**src/sv/aus_pkg.sv**
```systemverilog
// shared constants and types for the annex b access unit splitter
`default_nettype none

package aus_pkg;

    // default width of the stream byte counter
    localparam int AUS_POS_BITS = 32;

    // window of recent bytes: candidate start code byte plus six after it
    localparam int WIN_BYTES = 7;
    localparam int WIN_BITS  = 8 * WIN_BYTES;
    localparam int FILL_BITS = 3;

    // width of offsets on the result port
    localparam int OUT_BITS = 32;

    // nal type width after decode
    localparam int TYPE_BITS = 6;

    // skip count after a start code (3-byte or 4-byte form)
    localparam logic [2:0] STEP_SHORT = 3'd3;
    localparam logic [2:0] STEP_LONG  = 3'd4;

    // codec modes
    localparam logic MODE_H264 = 1'b0;
    localparam logic MODE_HEVC = 1'b1;

    // h.264 nal types
    localparam logic [TYPE_BITS-1:0] H264_SLICE     = 6'd1;
    localparam logic [TYPE_BITS-1:0] H264_IDR       = 6'd5;
    localparam logic [TYPE_BITS-1:0] H264_SPS       = 6'd7;
    localparam logic [TYPE_BITS-1:0] H264_AUD       = 6'd9;
    localparam logic [7:0]           H264_TYPE_MASK = 8'h1f;

    // hevc nal types
    localparam logic [TYPE_BITS-1:0] HEVC_SLICE_LIMIT = 6'd21;
    localparam logic [TYPE_BITS-1:0] HEVC_IRAP_FIRST  = 6'd16;
    localparam logic [TYPE_BITS-1:0] HEVC_IRAP_LAST   = 6'd20;
    localparam logic [TYPE_BITS-1:0] HEVC_VPS         = 6'd32;
    localparam logic [TYPE_BITS-1:0] HEVC_SPS         = 6'd33;
    localparam logic [TYPE_BITS-1:0] HEVC_AUD         = 6'd35;

    // control flags from the byte window stage to the decision stage
    typedef struct packed {
        logic valid;   // a freshly shifted byte waits to be examined
        logic full;    // window holds seven stream bytes
    } t_win_ctl;

endpackage

`default_nettype wire

```
**src/sv/aus_window.sv**
```systemverilog
// input stage: byte window shift register, fill count and byte offset counter
`default_nettype none

module aus_window
    import aus_pkg::*;
#(
    parameter int POS_BITS = AUS_POS_BITS
) (
    input  wire logic                i_clk,
    input  wire logic                i_rst_n,
    input  wire logic                i_in_valid,
    input  wire logic [7:0]          i_stream_byte,
    input  wire logic                i_take,
    output logic                     o_in_stall,
    output t_win_ctl                 o_ctl,
    output logic [WIN_BITS-1:0]      o_window,
    output logic [POS_BITS-1:0]      o_here
);

    logic                 r_valid;
    logic [FILL_BITS-1:0] r_fill;
    logic [WIN_BITS-1:0]  r_window;
    logic [POS_BITS-1:0]  r_pos;
    logic [POS_BITS-1:0]  r_here;
    logic                 accept;

    // stage is held while the decision stage cannot take it
    assign o_in_stall = r_valid && !i_take;
    assign accept     = i_in_valid && !o_in_stall;

    // control state
    always_ff @(posedge i_clk) begin
        if (!i_rst_n) begin
            r_valid <= 1'b0;
            r_fill  <= '0;
            r_pos   <= '0;
        end else begin
            r_valid <= accept || (r_valid && !i_take);
            if (accept) begin
                r_pos <= r_pos + POS_BITS'(1);
                if (r_fill != FILL_BITS'(WIN_BYTES)) begin
                    r_fill <= r_fill + FILL_BITS'(1);
                end
            end
        end
    end

    // byte window and offset of the newest byte
    always_ff @(posedge i_clk) begin
        if (!i_rst_n) begin
            r_window <= '0;
            r_here   <= '0;
        end else if (accept) begin
            r_window <= {r_window[WIN_BITS-9:0], i_stream_byte};
            r_here   <= r_pos;
        end
    end

    assign o_ctl.valid = r_valid;
    assign o_ctl.full  = (r_fill == FILL_BITS'(WIN_BYTES));
    assign o_window    = r_window;
    assign o_here      = r_here;

endmodule

`default_nettype wire

```
**src/sv/aus_unit.sv**
```systemverilog
// decision stage: start code match, nal decode, unit tracking and result register
`default_nettype none

module aus_unit
    import aus_pkg::*;
#(
    parameter int POS_BITS = AUS_POS_BITS
) (
    input  wire logic                i_clk,
    input  wire logic                i_rst_n,
    input  wire logic                i_cfg_valid,
    input  wire logic [0:0]          i_cfg_data,
    input  wire t_win_ctl            i_ctl,
    input  wire logic [WIN_BITS-1:0] i_window,
    input  wire logic [POS_BITS-1:0] i_here,
    input  wire logic                i_out_stall,
    output logic                     o_take,
    output logic                     o_out_valid,
    output logic [OUT_BITS-1:0]      o_unit_begin,
    output logic [OUT_BITS-1:0]      o_unit_end,
    output logic                     o_is_key
);

    logic                  r_codec_mode;
    logic [2:0]            r_pending;
    logic [TYPE_BITS-1:0]  r_prev_type;
    logic                  r_slice_seen;
    logic                  r_key_seen;
    logic [POS_BITS-1:0]   r_begin;
    logic                  r_begin_known;
    logic                  r_out_valid;
    logic [OUT_BITS-1:0]   r_unit_begin;
    logic [OUT_BITS-1:0]   r_unit_end;
    logic                  r_is_key;

    logic [7:0]            b0, b1, b2, b3, b4, b5, b6;
    logic                  sc_short, sc_long;
    logic [7:0]            hdr, nxt1, nxt2;
    logic [TYPE_BITS-1:0]  nal_type;
    logic                  first_slice;
    logic [2:0]            step;
    logic                  process, found, skipping, unit_end;
    logic                  is_slice, is_key, is_delim, prev_delim;
    logic [POS_BITS-1:0]   pos, beg;
    logic [POS_BITS+OUT_BITS-1:0] pos_ext, beg_ext;

    logic [2:0]            n_pending;
    logic                  n_slice_seen;
    logic                  n_key_seen;
    logic [POS_BITS-1:0]   n_begin;

    // configuration register, always ready
    always_ff @(posedge i_clk) begin
        if (!i_rst_n) begin
            r_codec_mode <= MODE_H264;
        end else if (i_cfg_valid) begin
            r_codec_mode <= i_cfg_data[0];
        end
    end

    // window bytes, oldest first
    assign b0 = i_window[8*6 +: 8];
    assign b1 = i_window[8*5 +: 8];
    assign b2 = i_window[8*4 +: 8];
    assign b3 = i_window[8*3 +: 8];
    assign b4 = i_window[8*2 +: 8];
    assign b5 = i_window[8*1 +: 8];
    assign b6 = i_window[8*0 +: 8];

    // start code match, short form wins
    assign sc_short = (b0 == 8'h00) && (b1 == 8'h00) && (b2 == 8'h01);
    assign sc_long  = (b0 == 8'h00) && (b1 == 8'h00) && (b2 == 8'h00) && (b3 == 8'h01);
    assign hdr      = sc_short ? b3 : b4;
    assign nxt1     = sc_short ? b4 : b5;
    assign nxt2     = sc_short ? b5 : b6;
    assign step     = sc_short ? STEP_SHORT : STEP_LONG;

    // stage handshake
    assign o_take   = !r_out_valid || !i_out_stall;
    assign process  = i_ctl.valid && o_take;
    assign skipping = i_ctl.full && (r_pending != 3'd0);
    assign found    = i_ctl.full && (r_pending == 3'd0) && (sc_short || sc_long);

    // nal header decode and per-codec classes
    always_comb begin
        if (r_codec_mode == MODE_H264) begin
            nal_type    = TYPE_BITS'(hdr & H264_TYPE_MASK);
            first_slice = nxt1[7];
            is_slice    = (nal_type == H264_SLICE) || (nal_type == H264_IDR);
            is_key      = (nal_type == H264_IDR);
            is_delim    = (nal_type == H264_AUD) || (nal_type == H264_SPS);
            prev_delim  = (r_prev_type == H264_AUD) || (r_prev_type == H264_SPS);
        end else begin
            nal_type    = hdr[6:1];
            first_slice = nxt2[7];
            is_slice    = (nal_type < HEVC_SLICE_LIMIT);
            is_key      = (nal_type >= HEVC_IRAP_FIRST) && (nal_type <= HEVC_IRAP_LAST);
            is_delim    = (nal_type == HEVC_AUD) || (nal_type == HEVC_VPS)
                       || (nal_type == HEVC_SPS);
            prev_delim  = (r_prev_type == HEVC_AUD) || (r_prev_type == HEVC_VPS)
                       || (r_prev_type == HEVC_SPS);
        end
    end

    // offsets: candidate byte arrived six bytes before the newest
    assign pos      = i_here - POS_BITS'(6);
    assign beg      = r_begin_known ? r_begin : pos;
    assign pos_ext  = {{OUT_BITS{1'b0}}, pos};
    assign beg_ext  = {{OUT_BITS{1'b0}}, beg};

    // unit boundary decision
    assign unit_end = r_slice_seen && (prev_delim || is_delim || (is_slice && first_slice));

    // next unit state for a matched start code
    always_comb begin
        n_pending    = r_pending;
        n_slice_seen = r_slice_seen;
        n_key_seen   = r_key_seen;
        n_begin      = beg;
        if (found) begin
            n_pending = step;
            if (unit_end) begin
                n_begin      = pos;
                n_slice_seen = is_slice;
                n_key_seen   = is_slice && is_key;
            end else if (is_slice) begin
                n_slice_seen = 1'b1;
                if (!r_slice_seen) begin
                    n_key_seen = is_key;
                end
            end
        end else if (skipping) begin
            n_pending = r_pending - 3'd1;
        end
    end

    // unit tracking state
    always_ff @(posedge i_clk) begin
        if (!i_rst_n) begin
            r_pending     <= '0;
            r_prev_type   <= '0;
            r_slice_seen  <= 1'b0;
            r_key_seen    <= 1'b0;
            r_begin       <= '0;
            r_begin_known <= 1'b0;
        end else if (process) begin
            r_pending    <= n_pending;
            r_slice_seen <= n_slice_seen;
            r_key_seen   <= n_key_seen;
            if (found) begin
                r_prev_type   <= nal_type;
                r_begin       <= n_begin;
                r_begin_known <= 1'b1;
            end
        end
    end

    // result register valid
    always_ff @(posedge i_clk) begin
        if (!i_rst_n) begin
            r_out_valid <= 1'b0;
        end else if (o_take) begin
            r_out_valid <= process && found && unit_end;
        end
    end

    // result payload
    always_ff @(posedge i_clk) begin
        if (process && found && unit_end) begin
            r_unit_begin <= beg_ext[OUT_BITS-1:0];
            r_unit_end   <= pos_ext[OUT_BITS-1:0];
            r_is_key     <= r_key_seen;
        end
    end

    assign o_out_valid  = r_out_valid;
    assign o_unit_begin = r_unit_begin;
    assign o_unit_end   = r_unit_end;
    assign o_is_key     = r_is_key;

endmodule

`default_nettype wire

```
**src/sv/annexb_access_unit_splitter.sv**
```systemverilog
// Top level of the Annex B access unit splitter.
// Path: an accepted byte is registered in the window stage, then examined by the
// decision stage when it takes it; a result it causes is held in the result register.
// Throughput: one stream byte per cycle, set by the two register stages;
// stalls only while both stages are full and the output is stalled.
// Reset: synchronous active low; clears byte counter, unit state, mode and valids.
`default_nettype none

module annexb_access_unit_splitter
    import aus_pkg::*;
#(
    parameter int POS_BITS = AUS_POS_BITS
) (
    input  wire logic                i_clk,
    input  wire logic                i_rst_n,
    input  wire logic                i_in_valid,
    output logic                     o_in_stall,
    input  wire logic [7:0]          i_stream_byte,
    input  wire logic                i_cfg_valid,
    output logic                     o_cfg_ready,
    input  wire logic [0:0]          i_cfg_data,
    output logic                     o_out_valid,
    input  wire logic                i_out_stall,
    output logic [OUT_BITS-1:0]      o_unit_begin,
    output logic [OUT_BITS-1:0]      o_unit_end,
    output logic                     o_is_key
);

    t_win_ctl              win_ctl;
    logic [WIN_BITS-1:0]   window;
    logic [POS_BITS-1:0]   here;
    logic                  take;

    // configuration register is always writable
    assign o_cfg_ready = 1'b1;

    // byte window input stage
    aus_window #(
        .POS_BITS (POS_BITS)
    ) u_window (
        .i_clk         (i_clk),
        .i_rst_n       (i_rst_n),
        .i_in_valid    (i_in_valid),
        .i_stream_byte (i_stream_byte),
        .i_take        (take),
        .o_in_stall    (o_in_stall),
        .o_ctl         (win_ctl),
        .o_window      (window),
        .o_here        (here)
    );

    // decision and result stage
    aus_unit #(
        .POS_BITS (POS_BITS)
    ) u_unit (
        .i_clk        (i_clk),
        .i_rst_n      (i_rst_n),
        .i_cfg_valid  (i_cfg_valid),
        .i_cfg_data   (i_cfg_data),
        .i_ctl        (win_ctl),
        .i_window     (window),
        .i_here       (here),
        .i_out_stall  (i_out_stall),
        .o_take       (take),
        .o_out_valid  (o_out_valid),
        .o_unit_begin (o_unit_begin),
        .o_unit_end   (o_unit_end),
        .o_is_key     (o_is_key)
    );

endmodule

`default_nettype wire

```
**config.mk**
```make
export PLATFORM = sky130hd
export DESIGN_NAME = annexb_access_unit_splitter
export DESIGN_NICKNAME = d
export VERILOG_FILES = /design/src/sv/aus_pkg.sv /design/src/sv/aus_window.sv /design/src/sv/aus_unit.sv /design/src/sv/annexb_access_unit_splitter.sv
export SDC_FILE = /design/constraint.sdc
export NUM_CORES = 1
export LEC_CHECK = 0
export BUFFER_PORTS_ARGS = -buffer_cell sky130_fd_sc_hd__clkbuf_2
export CORE_ASPECT_RATIO = 1.1
export CORE_MARGIN = 5
export CORE_UTILIZATION = 42
export CTS_BUF_LIST = sky130_fd_sc_hd__clkbuf_8
export DETAILED_ROUTE_END_ITERATION = 6
export GPL_ROUTABILITY_DRIVEN = 1
export SKIP_LAST_GASP = 1
export SLEW_MARGIN = 15
export SYNTH_ARGS = -nofsm -noshare
export SYNTH_HDL_FRONTEND = slang
export SYNTH_SLANG_ARGS = --single-unit
```
**constraint.sdc**
```tcl
create_clock -name i_clk -period 8.2 [get_ports i_clk]
set_input_delay 0.82 -clock i_clk [delete_from_list [all_inputs] [get_ports i_clk]]
set_output_delay 0.82 -clock i_clk [all_outputs]
set_load 0.1 [all_outputs]
```
==> results of run 1 <==
==> worst max-delay path by stage <==
stage | start | endpoint | slack (ns) | depth (start not counted)
global placement | u_window.o_window[42] | u_unit.r_begin[1] | 4.56 | 8
floorplan | u_window.o_window[26] | u_unit.o_is_key | 1.19 | 7
CTS | u_window.o_window[42] | u_unit.r_begin[7] | 4.44 | 8
detailed placement | u_window.o_window[42] | u_unit.r_begin[7] | 4.48 | 8
global route | u_window.o_window[49] | u_unit.r_begin[8] | 4.11 | 8
finish | u_window.o_window[42] | u_unit.r_begin[7] | 4.51 | 8
==> cell type report <==
cell class	instances	share of cell area (%)
Clock buffer	47	5.73
Timing Repair Buffer	87	4.01
Sequential cell	235	47.4
Inverter	15	0.510
Clock inverter	21	1.02
Multi-Input combinational cell	730	37.9
Tap cell	305	3.38
==> cells by family after synthesis <==
| family | count (synthesis) | synth area share [%] |
|---|---|---|
| other | 1 | 0.0377 |
| AOI/OAI and AO/OA | 151 | 8.47 |
| buffers and inverters | 73 | 3.15 |
| xor gates and xnor gates | 53 | 4.86 |
| DFF | 235 | 53.9 |
| and+or+nand+nor | 446 | 20.5 |
| muxes | 73 | 8.38 |
| adders and majority gates | 6 | 0.755 |
==> report_power, final <==
group	internal, uW	switching, uW
clock	549	442
sequential	1190	7.24
combinational	15.3	43.6
==> registers in the layout, indices dropped and copies added (netlist names) <==
name,flops
u_unit.o_is_key,1
u_unit.o_out_valid,1
u_unit.o_unit_begin,32
u_unit.o_unit_end,32
u_unit.r_begin,32
u_unit.r_begin_known,1
u_unit.r_codec_mode,1
u_unit.r_key_seen,1
u_unit.r_pending,3
u_unit.r_prev_type,6
u_unit.r_slice_seen,1
u_window.o_here,32
u_window.o_window,56
u_window.r_fill,3
u_window.r_pos,32
u_window.r_valid,1
==> layout by cell type, fill, tap and decap left out, types with 6 or more instances in the layout <==
| master | netlist | final |
|---|---|---|
| nand2_1 | 287 | 286 |
| dfxtp_1 | 170 | 170 |
| a21oi_1 | 113 | 113 |
| clkbuf_2 | 0 | 80 |
| edfxtp_1 | 65 | 65 |
| clkbuf_8 | 0 | 47 |
| nor2_1 | 39 | 39 |
| mux2i_1 | 36 | 36 |
| xor2_1 | 33 | 33 |
| mux2_2 | 32 | 32 |
| inv_1 | 14 | 28 |
| nand3_1 | 24 | 24 |
| nor3_1 | 19 | 19 |
| xnor2_1 | 19 | 19 |
| o21ai_0 | 15 | 15 |
| nand4_1 | 12 | 12 |
| nor4_1 | 11 | 11 |
| or3_1 | 10 | 10 |
| and3_1 | 7 | 7 |
| buf_4 | 1 | 7 |
| and2_1 | 7 | 6 |
| ha_1 | 6 | 6 |
==> worst max-delay path, cell delays in order (launching register included) <==
cell and delay (ns):
dfxtp_1 0.32, nor4_1 0.36, and4_1 0.28, nand3_1 0.46, mux2i_1 0.51, o211ai_2 0.26, a31oi_4 0.76, buf_4 0.42
mux2i_1 0.23
==> routing by layer <==
layer | wire [um] | global-route usage (%) | part of all wire, %
met3 | 1050 | 3.20 | 5.3
met1 | 8870 | 19.6 | 45
met4 | 300 | 4.38 | 1.5
met5 | 0 | 0 | 0
met2 | 9440 | 24.4 | 48
==> metrics by stage <==
step	instance area [um2]	hold WS (ns)	worst slack (ns)	power, uW
CTS	11300	0.451	4.44	2290
finish	11300	0.447	4.51	2250
global placement	10500	0.437	4.56	1290
global route	11300	0.470	4.11	2350
floorplan	9940	0.425	1.19	1270
detailed placement	10500	0.442	4.48	1290
==> flow_summary.json, run 1 <==
{
  "synthFlopType": "dfxtp_1",
  "outcome": "finished clean",
  "hp-class": "flop to flop",
  "cts.clk_slew.worst_paths_ns": 0.06,
  "cts-buffers-inserted": 38,
  "gp_congestion": 0.830,
  "vias": 7184,
  "routed_wirelength_mm": 19.7,
  "die_w_um": 157,
  "max-vdd-ir-drop_v": 0.000129,
  "crit_arrival_ns": 4.12,
  "synth-edff-count": 65,
  "multiInputGateArea_mm2": 0.00429,
  "cp-start-kind": "flop",
  "core_area_mm2": 0.0235,
  "path_max_fanout": 17,
  "endpoint_kind": "flop",
  "finalHoldViolCount": 0,
  "drtIter0Drc": 390,
  "post-synth-top-count-cell": "nand2_1",
  "num_rows": 59,
  "routedWlPerCell_um": 13.7,
  "drive_gt1_share_pct": 17.4,
  "n_fill_cell": 2239,
  "fmax_mhz": 271,
  "post_cts_resized": 0,
  "synth-async-reset-ratio_pct": 0,
  "dieArea_mm2": 0.0268,
  "cts_hold_buf": 0,
  "syn-cell-area_mm2": 0.00994,
  "htreeDepth": 2,
  "path_class": "flop to flop",
  "r2r-end": "u_unit.r_begin[7]",
  "synth.avg_cell_area_um2": 9.57,
  "via_per_inst": 4.99,
  "grt_pass1_wl_mm": 33.5,
  "syn_inst": 1038,
  "regArea_mm2": 0.00536,
  "ioPinCount": 82,
  "grt_setup_unrepaired": "no",
  "dp_cells": 1372,
  "cts_setup_buffers": 0,
  "grt_max_degree": 93,
  "dieHeight_um": 171,
  "maxCapViolations": 0,
  "cts_tree": "yes",
  "start_util_pct": 42.3,
  "period_share_pct": 45.0,
  "clk_path_buf_depth": 3,
  "track_usage_pct": 14.8,
  "finClkSkew_ns": 0.0193,
  "final_util_pct": 48.1,
  "worstRegToRegCells": 8,
  "tightest_slew_ns": 1.07,
  "setup_viol": 0,
  "ant_nets": 0,
  "clockRootBuffer": "clkbuf_8",
  "drt_first_pass_iters": 5,
  "syn_nets": 1058,
  "synth_top_area_cell": "dfxtp_1",
  "post-route-drc-count": 0,
  "worstSkewPairLatency_ns": 0.52,
  "yosysSeqAreaShare_pct": 53.9,
  "ys_warn_count": 0,
  "leakage_uw": 0.00390,
  "synth_top_cell_area_share_pct": 34.2,
  "syn2layout_area_growth_pct": 13.7,
  "holdCritStartpoint": "u_window.o_window[4]",
  "hpwl_mm": 12.6,
  "synth_common_cells": "nand2_1 (287), dfxtp_1 (170), a21oi_1 (113)",
  "p_per_area_mw_per_mm2": 199,
  "cts.sinks": 235,
  "drv_slew": 0,
  "min_path_cells": 2,
  "finalSetupTns_ns": 0,
  "reg2reg_from": "u_window.o_window[42]",
  "synthTopCellsByArea": "dfxtp_1 (34%), edfxtp_1 (20%), nand2_1 (11%)",
  "yosysUniqueCellTypes": 64,
  "stdcell_count": 1440,
  "r2r_slack_ns": 4.51,
  "relSlewSlack_pct": 27.9,
  "num-nets-final": 1127,
  "grt_pass1_vias": 6844,
  "yosys_register_bits": 235,
  "io_buffers": 80,
  "critPathRequiredTime_ns": 8.63,
  "grt.overflow.total": 0,
  "min_to": "u_window.o_window[12]",
  "min_period_ns": 3.69,
  "antenna_found_initial": 0,
  "insertedDiodeCount": 0
}
No activity file was read; power rests on OpenSTA's default activity.
==> run 2, diff against run 1 <==
==> constraint.sdc (replaced) <==
create_clock -name i_clk -period 3.7 [get_ports i_clk]
set_input_delay 0.37 -clock i_clk [delete_from_list [all_inputs] [get_ports i_clk]]
set_output_delay 0.37 -clock i_clk [all_outputs]
set_load 0.1 [all_outputs]
==> run 2 against run 1 <==
  * Design area is 0.50% higher
  * Flip-flop and latch count unchanged
  * Setup slack worse by 4.0 ns
  * Cell count increased by 0.69%
  * Die area did not move
  * Combinational power increased by 140%
  * Core utilization grew 0.24 points
  * Clock-buffer cell count is 3 lower
  * Global-route usage increased by 0.59 points
  * First-iteration DRC count up 10%
==> flow_summary.json, run 2 (synthesized netlist as in run 1, its figures left out) <==
{
  "finalHoldViolCount": 0,
  "tightest_slew_ns": 0.944,
  "path_max_fanout": 37,
  "cts-buffers-inserted": 40,
  "hpwl_mm": 13.1,
  "cts.clk_slew.worst_paths_ns": 0.06,
  "grt_pass1_vias": 7131,
  "drt_first_pass_iters": 4,
  "leakage_uw": 0.00396,
  "cp-start-kind": "flop",
  "p_per_area_mw_per_mm2": 431,
  "endpoint_kind": "flop",
  "die_w_um": 157,
  "hp-class": "input pin to flop",
  "ant_nets": 0,
  "critPathRequiredTime_ns": 3.87,
  "path_depth": 7,
  "cpMaxStageDelayCell": "buf_4",
  "reg2reg_from": "u_window.o_window[55]",
  "post_cts_resized": 0,
  "fmax_mhz": 315,
  "final_common_cell": "nand2_1",
  "dr_wl_met3_mm": 1.06,
  "min_to": "u_window.o_window[4]",
  "worstRegToRegCells": 7,
  "cts_tree": "yes",
  "final_cell_mix": "nand2_1 (286), dfxtp_1 (170), a21oi_1 (113), clkbuf_2 (80), edfxtp_1 (65)",
  "top_layer": "met4",
  "n_fill_cell": 2291,
  "num-nets-final": 1136,
  "r2r_slack_ns": 0.53,
  "met2WireLength_mm": 10.1,
  "outcome": "finished clean",
  "post-route-drc-count": 0,
  "grt_max_degree": 93,
  "cts_hold_buf": 0,
  "gp_congestion": 0.849,
  "path_class": "flop to flop",
  "start_util_pct": 42.3,
  "insertedDiodeCount": 0,
  "drive_gt1_share_pct": 18.2,
  "dieHeight_um": 171,
  "num_rows": 59,
  "grt_setup_unrepaired": "no",
  "track_usage_pct": 15.4,
  "ioPinCount": 82,
  "io_buffers": 80,
  "maxCapViolations": 0,
  "setup_viol": 0,
  "htreeDepth": 2,
  "crit_arrival_ns": 3.34,
  "core_area_mm2": 0.0235,
  "finClkSkew_ns": 0.0224,
  "relSlewSlack_pct": 37.1,
  "cp_slowest_stage_delay_ns": 0.44,
  "antenna_found_initial": 0,
  "wl_met1_mm": 8.96,
  "vias": 7267,
  "largest_reg_flops": 56,
  "path_delay_family": "simple AND/OR/NAND/NOR gates",
  "clk_path_buf_depth": 3,
  "clockRootBuffer": "clkbuf_8",
  "routed_wirelength_mm": 20.4,
  "syn2layout_area_growth_pct": 14.2,
  "hold_ws_ns": 0.0656,
  "worstSkewPairLatency_ns": 0.53,
  "holdCritStartpoint": "i_stream_byte[4]",
  "routedWlPerCell_um": 14.1,
  "cts.sinks": 235,
  "via_per_inst": 5.01,
  "grt.overflow.total": 0,
  "drv_slew": 0,
  "grt_pass1_wl_mm": 34.6,
  "dieArea_mm2": 0.0268,
  "critPathBufInv": 1,
  "crit_chain": "nor4_1 -> and4_1 -> nand3_2 -> mux2i_2 -> o211ai_2 -> a211oi_4 -> buf_4",
  "min_path_cells": 3,
  "max-vdd-ir-drop_v": 0.000251,
  "cts_setup_buffers": 0,
  "drtIter0Drc": 430,
  "r2r-end": "u_unit.o_unit_end[2]",
  "power.total_uw": 4890,
  "min_period_ns": 3.17,
  "period_share_pct": 85.7
}
[run 2: cell types whose count changed in the layout (fill, tap and decap cells not counted), moves of 2 or more]
| cell | delta |
|---|---|
| inv_1 | +7 |
| buf_4 | +6 |
| clkbuf_8 | -3 |
| clkinv_1 | -2 |
| clkinv_2 | +2 |
| nor4b_1 | -2 |
| nor4b_2 | +2 |
[run 2: worst max path at each step]
stage | startpoint | to
floorplan | u_window.o_window[26] | u_unit.o_is_key
global placement | u_window.o_window[49] | u_unit.o_unit_end[1]
detailed placement | u_window.o_window[55] | u_unit.o_unit_begin[4]
CTS | u_window.o_window[55] | u_unit.o_unit_end[2]
global route | u_window.o_window[47] | u_unit.o_unit_begin[4]
finish | u_window.o_window[55] | u_unit.o_unit_end[2]
[run 2: power by group]
part / internal, uW / switching [uW] / total [uW]
Sequential: 2650 / 14.7 / 2660
Clock: 1090 / 996 / 2090
Combinational: 37.6 / 102 / 139
Total: 3780 / 1110 / 4890
[run 2: cell type report]
cell class                 instances  area [um2]  area share, %
sequential                       235        5360           47.2
timing repair buffer              94         518           4.56
inverter                          15        57.6          0.507
clock buffer                      44         606           5.33
clock inverter                    27         115           1.01
tap                              305         382           3.36
multi-input combinational        730        4320           38.0
[run 2: metal layers]
layer / GRT usage (%) / vias to the layer above
met5: 0 / -
met4: 4.94 / 0
met3: 3.30 / 26
met2: 26.3 / 129
met1: 19.4 / 3387
li1: - / 3725
[run 2: worst min-delay path, delay by kind of cell]
family | cells | cell delay [ns]
AO/OA/AOI/OAI | 1 | 0.05
buffers and inverters | 1 | 0.08
AND/OR/NAND/NOR | 1 | 0.04
[run 2: metrics by stage]
step	util [%]	area, um2	setup slack (ns)	std cells	TNS, ns
after floorplan	-	10000	-0.0213	1038	-1.38
after global placement	45.3	10600	0.640	1379	0
after detailed placement	45.3	10600	0.499	1379	0
after CTS	48.4	11400	0.491	1450	0
after global routing	48.4	11400	0.290	1450	0
final	48.4	11400	0.530	1450	0
==> run 3, diff against run 2 <==
--- a/config.mk
+++ b/config.mk
@@ -16,4 +16,5 @@
 export SLEW_MARGIN = 15
 export SYNTH_ARGS = -nofsm -noshare
 export SYNTH_HDL_FRONTEND = slang
+export SYNTH_HIERARCHICAL = 1
 export SYNTH_SLANG_ARGS = --single-unit
==> run 3 against run 2 <==
  * Sequential power about the same
  * Critical path depth unchanged
  * Wire length increased by 0.51%
  * Fmax increased by 17%
  * Total power increased by 5.7%
  * Clock skew increased by 0.014 ns
  * Die area increased by 1.0%
  * Combinational power decreased by 3%
  * Highest routed layer unchanged
==> flow_summary.json, run 3 <==
{
  "cp-start-kind": "flop",
  "synthTopCellsByArea": "dfxtp_1 (34%), edfxtp_1 (19%), nand2_1 (11%)",
  "relSlewSlack_pct": 49.5,
  "path_class": "flop to flop",
  "routed_wirelength_mm": 20.5,
  "r2r_slack_ns": 0.98,
  "worstRegToRegCells": 7,
  "final_cell_mix": "nand2_1 (298), dfxtp_1 (170), a21oi_1 (107), clkbuf_2 (80), edfxtp_1 (65)",
  "synth_top_area_cell": "dfxtp_1",
  "finClkSkew_ns": 0.0360,
  "grt_pass1_wl_mm": 35.4,
  "design_area_mm2": 0.0115,
  "clockRootBuffer": "clkbuf_8",
  "reg2reg_from": "u_window/o_window[35]",
  "insertedDiodeCount": 0,
  "dieHeight_um": 172,
  "maxCapViolations": 0,
  "vias": 7386,
  "yosysUniqueCellTypes": 73,
  "n_fill_cell": 2293,
  "drtIter0Drc": 399,
  "path_max_fanout": 33,
  "hp-class": "input pin to flop",
  "cts_hold_buf": 0,
  "critPathRequiredTime_ns": 3.93,
  "core_area_mm2": 0.0236,
  "start_util_pct": 42.5,
  "die_w_um": 157,
  "largest_reg_flops": 56,
  "dieArea_mm2": 0.0271,
  "drv_slew": 0,
  "routedWlPerCell_um": 14.1,
  "holdCritStartpoint": "i_stream_byte[1]",
  "r2r-end": "u_unit/o_unit_end[8]",
  "ant_nets": 0,
  "synth-edff-count": 65,
  "syn2layout_area_growth_pct": 14.9,
  "crit_arrival_ns": 2.95,
  "drive_gt1_share_pct": 18.5,
  "setup_viol": 0,
  "htreeDepth": 2,
  "endpoint_kind": "flop",
  "leakage_uw": 0.00420,
  "max-vdd-ir-drop_v": 0.000292,
  "outcome": "finished clean",
  "p_per_area_mw_per_mm2": 448,
  "fmax_mhz": 368,
  "synth.avg_cell_area_um2": 9.61,
  "drt_first_pass_iters": 5,
  "cts_tree": "yes",
  "period_share_pct": 73.5,
  "synthFlopType": "dfxtp_1",
  "min_path_cells": 3,
  "cts.clk_slew.worst_paths_ns": 0.06,
  "grt_pass1_vias": 7233,
  "syn_inst": 1046,
  "synth_common_cells": "nand2_1 (299), dfxtp_1 (170), a21oi_1 (107)",
  "cts_setup_buffers": 0,
  "num_rows": 59,
  "yosys_register_bits": 235,
  "cts.sinks": 235,
  "grt_max_degree": 86,
  "synth_top_cell_area_share_pct": 33.9,
  "finalSetupTns_ns": 0,
  "cts-buffers-inserted": 40,
  "gp_congestion": 0.782,
  "placed_area_mm2": 0.0107,
  "worstSkewPairLatency_ns": 0.54,
  "clk_path_buf_depth": 3,
  "min_to": "u_window/o_window[1]",
  "via_per_inst": 5.06,
  "ioPinCount": 82,
  "grt_setup_unrepaired": "no",
  "synth-async-reset-ratio_pct": 0,
  "final_common_cell": "nand2_1",
  "finalHoldViolCount": 0,
  "dp_cells": 1386,
  "post-route-drc-count": 0,
  "post_cts_resized": 0,
  "track_usage_pct": 15.6,
  "antenna_found_initial": 0,
  "syn-cell-area_mm2": 0.0100,
  "syn_nets": 1066,
  "min_period_ns": 2.72,
  "post-synth-top-count-cell": "nand2_1",
  "io_buffers": 80,
  "num-nets-final": 1143,
  "tightest_slew_ns": 0.757,
  "grt.overflow.total": 0,
  "stdcell_count": 1459,
  "ys_warn_count": 6,
  "hpwl_mm": 13.6,
  "yosysSeqAreaShare_pct": 53.3
}
==> run 3: how the worst max path moves through the flow <==
stage	startpoint	end	slack, ns	cells past startpoint
after floorplan	u_window/o_window[42]	u_unit/o_is_key	0.52	6
after CTS	u_window/o_window[35]	u_unit/o_unit_end[5]	0.98	7
after detailed placement	u_window/o_window[35]	u_unit/o_unit_begin[2]	0.96	7
final	u_window/o_window[35]	u_unit/o_unit_end[8]	0.98	7
after global routing	u_window/o_window[35]	u_unit/o_unit_end[5]	0.69	7
after global placement	u_window/o_window[35]	u_unit/o_unit_begin[9]	1.01	7
==> run 3: per-layer routing <==
layer  vias up  GRT usage [%]  wire, um  part of all wire [%]
li1       3782              -         -                     -
met1      3425           21.1      9530                    46
met2       142           25.2      9510                    46
met4         0           5.46       498                   2.4
met3        37           3.03      1000                   4.9
met5         -              0         0                     0
==> run 3: logic make-up (layout without fill, tap and decap cells) <==
logic type,Yosys count,count (layout),synth area share [%]
AND/OR/NAND/NOR,455,455,21.1
flip-flops,235,235,53.3
AO/OA/AOI/OAI,153,153,8.82
multiplexers,74,74,8.43
buffers and inverters,73,181,3.32
XOR/XNOR,49,49,4.27
adder cells (fa/ha/maj),6,6,0.747
other,1,1,0.0373
==> run 3: final cells by class <==
cell class / count / area [um2] / area share [%]
repair buffers: 93 / 536 / 4.64
well taps: 305 / 382 / 3.31
clock buffers: 46 / 633 / 5.48
clock inverters: 27 / 201 / 1.75
multi-input cells: 738 / 4370 / 37.9
inverters: 15 / 65.1 / 0.564
flip-flops and latches: 235 / 5360 / 46.4
==> run 3: metrics by stage <==
step | utilization (%) | power (uW) | hold slack (ns) | setup WS, ns
floorplan | - | 2820 | 0.408 | 0.525
global placement | 45.3 | 2850 | 0.430 | 1.01
detailed placement | 45.3 | 2860 | 0.429 | 0.962
CTS | 48.9 | 5260 | 0.0216 | 0.978
global route | 48.9 | 5410 | 0.0529 | 0.691
finish | 48.9 | 5170 | 0.0557 | 0.981
==> run 3: where the power goes <==
group / switching, uW / internal, uW
Combinational: 96.1 / 39.4
Clock: 1020 / 1350
Sequential: 17.3 / 2650
==> run 3: critical path: stages, from the launching register on <==
cell and delay [ns]:
dfxtp_1 0.34, nor4_4 0.32, nand4_1 0.22, a211oi_1 0.27, nor2_1 0.09, nor3_1 0.37
o211a_4 0.52, buf_12 0.27
